--- src/rtl/apr_pkg.sv ---
// apr_pkg: shared constants and types for the aging page replacement block
// no dependencies; used by apr_front, apr_back and aging_page_replacement_top
package apr_pkg;

  // frame table geometry
  localparam int FRAMES       = 8;
  localparam int IDX_BITS     = 3;
  localparam int HISTORY_BITS = 8;
  localparam int PAGE_BITS    = 20;
  localparam int COUNT_BITS   = 16;

  // request queue geometry
  localparam int QDEPTH     = 2;
  localparam int QPTR_BITS  = 1;
  localparam int QCNT_BITS  = 2;

  localparam logic [HISTORY_BITS-1:0] HIST_TOP = {1'b1, {(HISTORY_BITS-1){1'b0}}};
  localparam logic [COUNT_BITS-1:0]   COUNT_MAX = {COUNT_BITS{1'b1}};

  // request handed from the front queue to the back end
  typedef struct packed {
    logic                 valid;
    logic [PAGE_BITS-1:0] page;
  } apr_req_t;

endpackage

--- src/rtl/aging_page_replacement_top.sv ---
// aging_page_replacement_top: aging page replacement over a small frame table
// depends on apr_pkg, apr_front, apr_back
//
//  channel | handshake            | payload
//  --------+----------------------+---------------------------------------------
//  request | req_valid, req_stall | page_number
//  result  | rsp_valid, rsp_stall | hit, frame_index, evicted_valid,
//          |                      | evicted_page, fault_total
//
// one request per cycle is sustained while the result is not stalled; a request
// passes through the queue, then the frame table update, into the result register
// the frame table compares, ages and picks a victim for all frames combinationally
// rst is synchronous and clears the queue, valid marks, histories and counter
// a stalled result holds; the two-entry queue keeps taking requests until full
module aging_page_replacement_top (
  input  logic                           clk,
  input  logic                           rst,
  input  logic                           req_valid,
  output logic                           req_stall,
  input  logic [apr_pkg::PAGE_BITS-1:0]  page_number,
  output logic                           rsp_valid,
  input  logic                           rsp_stall,
  output logic                           hit,
  output logic [apr_pkg::IDX_BITS-1:0]   frame_index,
  output logic                           evicted_valid,
  output logic [apr_pkg::PAGE_BITS-1:0]  evicted_page,
  output logic [apr_pkg::COUNT_BITS-1:0] fault_total
);

  apr_pkg::apr_req_t req;
  logic              take;

  // request queue
  apr_front u_front (
    .clk         (clk),
    .rst         (rst),
    .req_valid   (req_valid),
    .req_stall   (req_stall),
    .page_number (page_number),
    .req         (req),
    .take        (take)
  );

  // frame table and result register
  apr_back u_back (
    .clk           (clk),
    .rst           (rst),
    .req           (req),
    .take          (take),
    .rsp_valid     (rsp_valid),
    .rsp_stall     (rsp_stall),
    .hit           (hit),
    .frame_index   (frame_index),
    .evicted_valid (evicted_valid),
    .evicted_page  (evicted_page),
    .fault_total   (fault_total)
  );

endmodule

--- src/rtl/apr_front.sv ---
// apr_front: accepts page requests and holds them in a short queue
// depends on apr_pkg
module apr_front (
  input  logic                          clk,
  input  logic                          rst,
  input  logic                          req_valid,
  output logic                          req_stall,
  input  logic [apr_pkg::PAGE_BITS-1:0] page_number,
  output apr_pkg::apr_req_t             req,
  input  logic                          take
);

  logic [apr_pkg::PAGE_BITS-1:0] q_mem [apr_pkg::QDEPTH];
  logic [apr_pkg::QPTR_BITS-1:0] wr_ptr;
  logic [apr_pkg::QPTR_BITS-1:0] rd_ptr;
  logic [apr_pkg::QCNT_BITS-1:0] count;
  logic                          push;
  logic                          pop;

  // handshake on both sides of the queue
  assign req_stall = (count == apr_pkg::QCNT_BITS'(apr_pkg::QDEPTH));
  assign push      = req_valid && !req_stall;
  assign req.valid = (count != '0);
  assign req.page  = q_mem[rd_ptr];
  assign pop       = req.valid && take;

  // queue storage
  always_ff @(posedge clk) begin
    if (push) begin
      q_mem[wr_ptr] <= page_number;
    end
  end

  // pointers and fill count
  always_ff @(posedge clk) begin
    if (rst) begin
      wr_ptr <= '0;
      rd_ptr <= '0;
      count  <= '0;
    end else begin
      if (push) begin
        wr_ptr <= wr_ptr + 1'b1;
      end
      if (pop) begin
        rd_ptr <= rd_ptr + 1'b1;
      end
      case ({push, pop})
        2'b10:   count <= count + 1'b1;
        2'b01:   count <= count - 1'b1;
        default: count <= count;
      endcase
    end
  end

endmodule

--- src/rtl/apr_back.sv ---
// apr_back: frame table, aging, hit search, victim choice and result register
// depends on apr_pkg
module apr_back (
  input  logic                           clk,
  input  logic                           rst,
  input  apr_pkg::apr_req_t              req,
  output logic                           take,
  output logic                           rsp_valid,
  input  logic                           rsp_stall,
  output logic                           hit,
  output logic [apr_pkg::IDX_BITS-1:0]   frame_index,
  output logic                           evicted_valid,
  output logic [apr_pkg::PAGE_BITS-1:0]  evicted_page,
  output logic [apr_pkg::COUNT_BITS-1:0] fault_total
);

  logic [apr_pkg::PAGE_BITS-1:0]    frame_page    [apr_pkg::FRAMES];
  logic [apr_pkg::FRAMES-1:0]       frame_valid;
  logic [apr_pkg::HISTORY_BITS-1:0] frame_history [apr_pkg::FRAMES];
  logic [apr_pkg::COUNT_BITS-1:0]   fault_counter;

  logic [apr_pkg::HISTORY_BITS-1:0] aged [apr_pkg::FRAMES];
  logic                             found;
  logic [apr_pkg::IDX_BITS-1:0]     hit_idx;
  logic                             have_empty;
  logic [apr_pkg::IDX_BITS-1:0]     empty_idx;
  logic [apr_pkg::IDX_BITS-1:0]     min_idx;
  logic [apr_pkg::HISTORY_BITS-1:0] min_hist;
  logic [apr_pkg::IDX_BITS-1:0]     slot;
  logic                             ev_valid;
  logic [apr_pkg::COUNT_BITS-1:0]   fault_counter_next;

  // take a request when the result register is free or draining
  assign take = req.valid && (!rsp_valid || !rsp_stall);

  // age every history and search for the page, lowest index first
  always_comb begin
    found   = 1'b0;
    hit_idx = '0;
    for (int f = apr_pkg::FRAMES - 1; f >= 0; f--) begin
      aged[f] = frame_history[f] >> 1;
      if (frame_valid[f] && (frame_page[f] == req.page)) begin
        found   = 1'b1;
        hit_idx = apr_pkg::IDX_BITS'(f);
      end
    end
  end

  // victim: first empty frame, else smallest aged history
  always_comb begin
    have_empty = 1'b0;
    empty_idx  = '0;
    for (int f = apr_pkg::FRAMES - 1; f >= 0; f--) begin
      if (!frame_valid[f]) begin
        have_empty = 1'b1;
        empty_idx  = apr_pkg::IDX_BITS'(f);
      end
    end
    min_idx  = '0;
    min_hist = aged[0];
    for (int f = 1; f < apr_pkg::FRAMES; f++) begin
      if (aged[f] < min_hist) begin
        min_idx  = apr_pkg::IDX_BITS'(f);
        min_hist = aged[f];
      end
    end
  end

  // frame used and eviction status
  always_comb begin
    if (found) begin
      slot = hit_idx;
    end else if (have_empty) begin
      slot = empty_idx;
    end else begin
      slot = min_idx;
    end
    ev_valid = !found && !have_empty;
    if (!found && (fault_counter != apr_pkg::COUNT_MAX)) begin
      fault_counter_next = fault_counter + 1'b1;
    end else begin
      fault_counter_next = fault_counter;
    end
  end

  // page numbers are written only on a fault
  always_ff @(posedge clk) begin
    if (take && !found) begin
      frame_page[slot] <= req.page;
    end
  end

  // valid marks, histories and fault counter
  always_ff @(posedge clk) begin
    if (rst) begin
      frame_valid   <= '0;
      fault_counter <= '0;
      for (int f = 0; f < apr_pkg::FRAMES; f++) begin
        frame_history[f] <= '0;
      end
    end else if (take) begin
      fault_counter     <= fault_counter_next;
      frame_valid[slot] <= 1'b1;
      for (int f = 0; f < apr_pkg::FRAMES; f++) begin
        if (apr_pkg::IDX_BITS'(f) != slot) begin
          frame_history[f] <= aged[f];
        end else if (found) begin
          frame_history[f] <= aged[f] | apr_pkg::HIST_TOP;
        end else begin
          frame_history[f] <= apr_pkg::HIST_TOP;
        end
      end
    end
  end

  // result register payload
  always_ff @(posedge clk) begin
    if (take) begin
      hit           <= found;
      frame_index   <= slot;
      evicted_valid <= ev_valid;
      evicted_page  <= ev_valid ? frame_page[slot] : '0;
      fault_total   <= fault_counter_next;
    end
  end

  // result register valid
  always_ff @(posedge clk) begin
    if (rst) begin
      rsp_valid <= 1'b0;
    end else if (take) begin
      rsp_valid <= 1'b1;
    end else if (!rsp_stall) begin
      rsp_valid <= 1'b0;
    end
  end

endmodule

--- config.mk ---
export PLATFORM = sky130hd
export DESIGN_NAME = aging_page_replacement_top
export DESIGN_NICKNAME = d
export VERILOG_FILES = /design/src/rtl/apr_pkg.sv /design/src/rtl/aging_page_replacement_top.sv /design/src/rtl/apr_front.sv /design/src/rtl/apr_back.sv
export SDC_FILE = /design/constraint.sdc
export NUM_CORES = 1
export LEC_CHECK = 0
export ABC_CLOCK_PERIOD_IN_PS = 18300
export BUFFER_PORTS_ARGS = -buffer_cell sky130_fd_sc_hd__buf_2
export CAP_MARGIN = 20
export CORE_MARGIN = 4
export CORE_UTILIZATION = 48
export DETAILED_ROUTE_END_ITERATION = 8
export PLACE_DENSITY_LB_ADDON = 0.08
export SETUP_SLACK_MARGIN = 0.3
export SLEW_MARGIN = 5
export SYNTH_ARGS = -nofsm -noshare
export SYNTH_HDL_FRONTEND = slang
export SYNTH_SLANG_ARGS = --single-unit
export TNS_END_PERCENT = 100
--- constraint.sdc ---
create_clock -name clk -period 18.3 [get_ports clk]
set_input_delay 5.49 -clock clk [delete_from_list [all_inputs] [get_ports clk]]
set_output_delay 5.49 -clock clk [all_outputs]
set_load 0.02 [all_outputs]
==> key figures <==
Worst setup path
  – Crit path max-delay cell type: nor2_2
  – Element type at the critical path end: flip-flop
  – Category of cells accounting for the largest share of critical-path delay: compound AO/OA/AOI/OAI gates
  – Slack of the worst reg-to-reg path: 1.75 ns
  – Data arrival time at the worst-slack endpoint: 16.73 ns
  – Type of the setup path with the least slack: reg2reg
  – Crit path buf inv count: 4
  – Maximum fanout along the worst path: 71
  – Critical Path Start Type: flip-flop
  – Largest incremental delay on the critical path: 0.97 ns
  – Required time reported for the critical path endpoint: 18.47 ns

CTS
  – Max clock buf depth: 3
  – Clk sink count: 327
  – Num CTS Buffers: 38
  – Clock transition at the registers of the reported paths: 0.06 ns
  – Clock tree from TritonCTS: done
  – Worst-Skew Late Latency: 0.56 ns
  – Hold-fix buffers, CTS: 0
  – Clock root buffer master: clkbuf_16
  – H-tree depth: 2

Routing
  – Wirelength per Cell: 23.87 um
  – Remaining number of nets flagged by the antenna check after routing: 0
  – Number of violations reported at the end of detailed-routing iteration 0: 1242
  – Drt via density: 6.125
  – Remaining design rule violation count: 0
  – Detailed-routing iteration count for the pre-antenna-repair pass: 5
  – Final Routed Wirelength: 53470 um
  – Via count: 13720

Synth
  – Proportion of synthesized chip area in sequential cells: 52.98%
  – Fraction of registers with async set or reset after synthesis: 0%
  – Number of warning messages in the yosys log: 0
  – Post-synth EDFFs: 297
  – Post-synthesis cell type count: 69
  – Mapped Area: 0.01797 mm2
  – Synthesized instance count: 1689
  – Top_reg_cell synth: edfxtp_1
  – Synthesized area per cell: 10.64 um2
  – #FFs+latches synth: 327
  – Post-synth net total: 1741

Global routing
  – Vias in the first global route: 13410
  – Wire length of the first global-routing pass: 80640 um
  – Largest net degree at the start of global routing: 81
  – GRT met2 Usage: 43.50%
  – Met1 Usage GRT: 34.38%
  – Global routing usage on met3: 2.772%
  – Antenna violations before repair: 0
  – Tot GR Track Use: 25.72%
  – Overall overflow remaining after global route: 0
  – Most used routing layer: met2

Final layout
  – Utilization after layout: 54.92%
  – Area occupied by multi-input gates: 0.007747 mm2
  – Leading cell type in the layout, fill and taps excluded: edfxtp_1
  – Total number of nets in the final design: 1794
  – Finished layout cell area: 0.02020 mm2
  – Synth-to-layout area growth: 12.44%
  – Most frequent cells in the layout: edfxtp_1 (297), xnor2_1 (178), inv_1 (132), nand2_1 (128), nor3_1 (99)
  – Share of final-layout standard cells stronger than drive strength 1: 11.68%
  – Antenna diode instance count: 0
  – Register area: 0.009519 mm2
  – Fill cell count: 3224

Place
  – Placement-stage cell area: 0.01887 mm2
  – Routability cong.: 0.9694
  – Buffers on Ports: 66
  – Estimated wirelength of the detail-placed design: 38110 um

STA
  – Setup repair after global routing missed its margin: no
  – Transition at the pin with the smallest max-transition slack: 1.182 ns
  – Count of final hold-check violations: 0
  – Post-route minimum period: 16.55 ns
  – Final-report max-slew violation count: 0
  – Period utilisation layout: 90.46%
  – Post-route setup TNS: 0 ns
  – Max-slew headroom at the worst pin: 21.07%
  – Final Skew: 0.02637 ns
  – Fmax: 60.41 MHz
  – Final setup viols: 0

Floorplan
  – Height of the die: 201.5 um
  – Starting density of the core: 48.84%
  – Die ar.: 0.04059 mm2
  – Num ports: 67
  – DIE WIDTH: 201.5 um
  – CORE AREA: 0.03679 mm2
  – Count of standard-cell rows: 70

Outcome
  – Run status: completed

Min path
  – Worst hold path type: reg2reg

Flow run
  – Max-capacitance violation count: 0
-- final cells by class --
class                      instances  area share, %
multi-input combinational       1144          38.35
inverter                         135          2.508
tap                              468          2.899
timing repair buffer              96          3.053
sequential                       327          47.12
clock inverter                    16         0.7618
clock buffer                      54          5.308
-- metrics by stage --
step | cells | hold WS [ns] | worst slack [ns]
after floorplan | 1689 | 0.4709 | 4.645
after global placement | 2163 | 0.4623 | 2.108
after detailed placement | 2164 | 0.4746 | 1.512
after CTS | 2234 | 0.4827 | 1.513
after global routing | 2240 | 0.5415 | 0.3426
final | 2240 | 0.4788 | 1.746
-- worst paths after layout --
kind                              endpoint                   startpoint  depth (start not counted)
setup / recovery  u_back.frame_page[2][11]  u_back.frame_history[0][13]                         61
hold reg to reg           u_back.rsp_valid             u_back.rsp_valid                          2
hold / removal            u_back.rsp_valid             u_back.rsp_valid                          2
setup reg to reg  u_back.frame_page[2][11]  u_back.frame_history[0][13]                         61
-- layer usage --
layer | vias to the layer above | part of all wire [%]
met1 | 6708 | 42
li1 | 6360 | -
met5 | - | 0
met2 | 548 | 49
met3 | 104 | 5.9
met4 | 0 | 3.5
-- timing repair --
| action | CTS | global route |
|---|---|---|
| setup endpoints to repair | 0 | 93 |
| gates resized for setup | 0 | 2 |
| buffers inserted | 0 | 0 |
-- Yosys cell counts, drive strengths merged (9+ instances only) --
cell / n / area, um2
edfxtp: 297 / 8919
xnor2: 178 / 1559
inv: 135 / 506.7
nand2: 128 / 480.5
nor3: 99 / 495.5
a31oi: 79 / 494.2
nor2: 75 / 281.5
clkbuf: 69 / 259.0
nor4: 68 / 446.7
o21ai: 62 / 310.3
o211ai: 51 / 387.9
and2: 43 / 269.0
mux2i: 42 / 420.4
a21oi: 39 / 195.2
nand4: 32 / 200.2
dfxtp: 30 / 600.6
ha: 28 / 350.3
nand2b: 21 / 131.4
nand3: 21 / 110.1
or4: 18 / 135.1
xor2: 18 / 157.7
buf: 14 / 62.56
o2111ai: 14 / 122.6
mux2: 12 / 135.1
and3: 9 / 56.30
nor3b: 9 / 67.56
-- registers in the layout, summed over array words and instances (netlist names), named ones only --
signal                flops
u_back.frame_valid        8
u_back.hit                1
u_back.evicted_page      20
u_back.frame_history     56
u_back.frame_page       160
u_front.rd_ptr            1
u_back.frame_index        3
u_back.fault_counter     16
u_front.count             2
u_front.wr_ptr            1
u_back.rsp_valid          1
u_front.q_mem            40
u_back.fault_total       16
u_back.evicted_valid      1
-- kinds of logic (layout without fill, tap and decap cells) --
logic type / Yosys count / after routing / synth area share (%)
buffers and inverters: 218 / 301 / 4.610
flip-flops: 327 / 327 / 52.98
multiplexers: 54 / 54 / 3.092
XOR/XNOR: 196 / 196 / 9.554
adder cells (fa/ha/maj): 35 / 35 / 2.340
AO/OA/AOI/OAI: 313 / 313 / 11.63
AND/OR/NAND/NOR: 546 / 546 / 15.79
-- worst min-delay path, stage by stage (launching register included) --
cell and delay [ns]:
dfxtp_1 0.31, nand2_1 0.07, a21oi_1 0.06
Power is not shown: default switching activity piles up to over one toggle a cycle in this logic, so the estimate is an artifact.
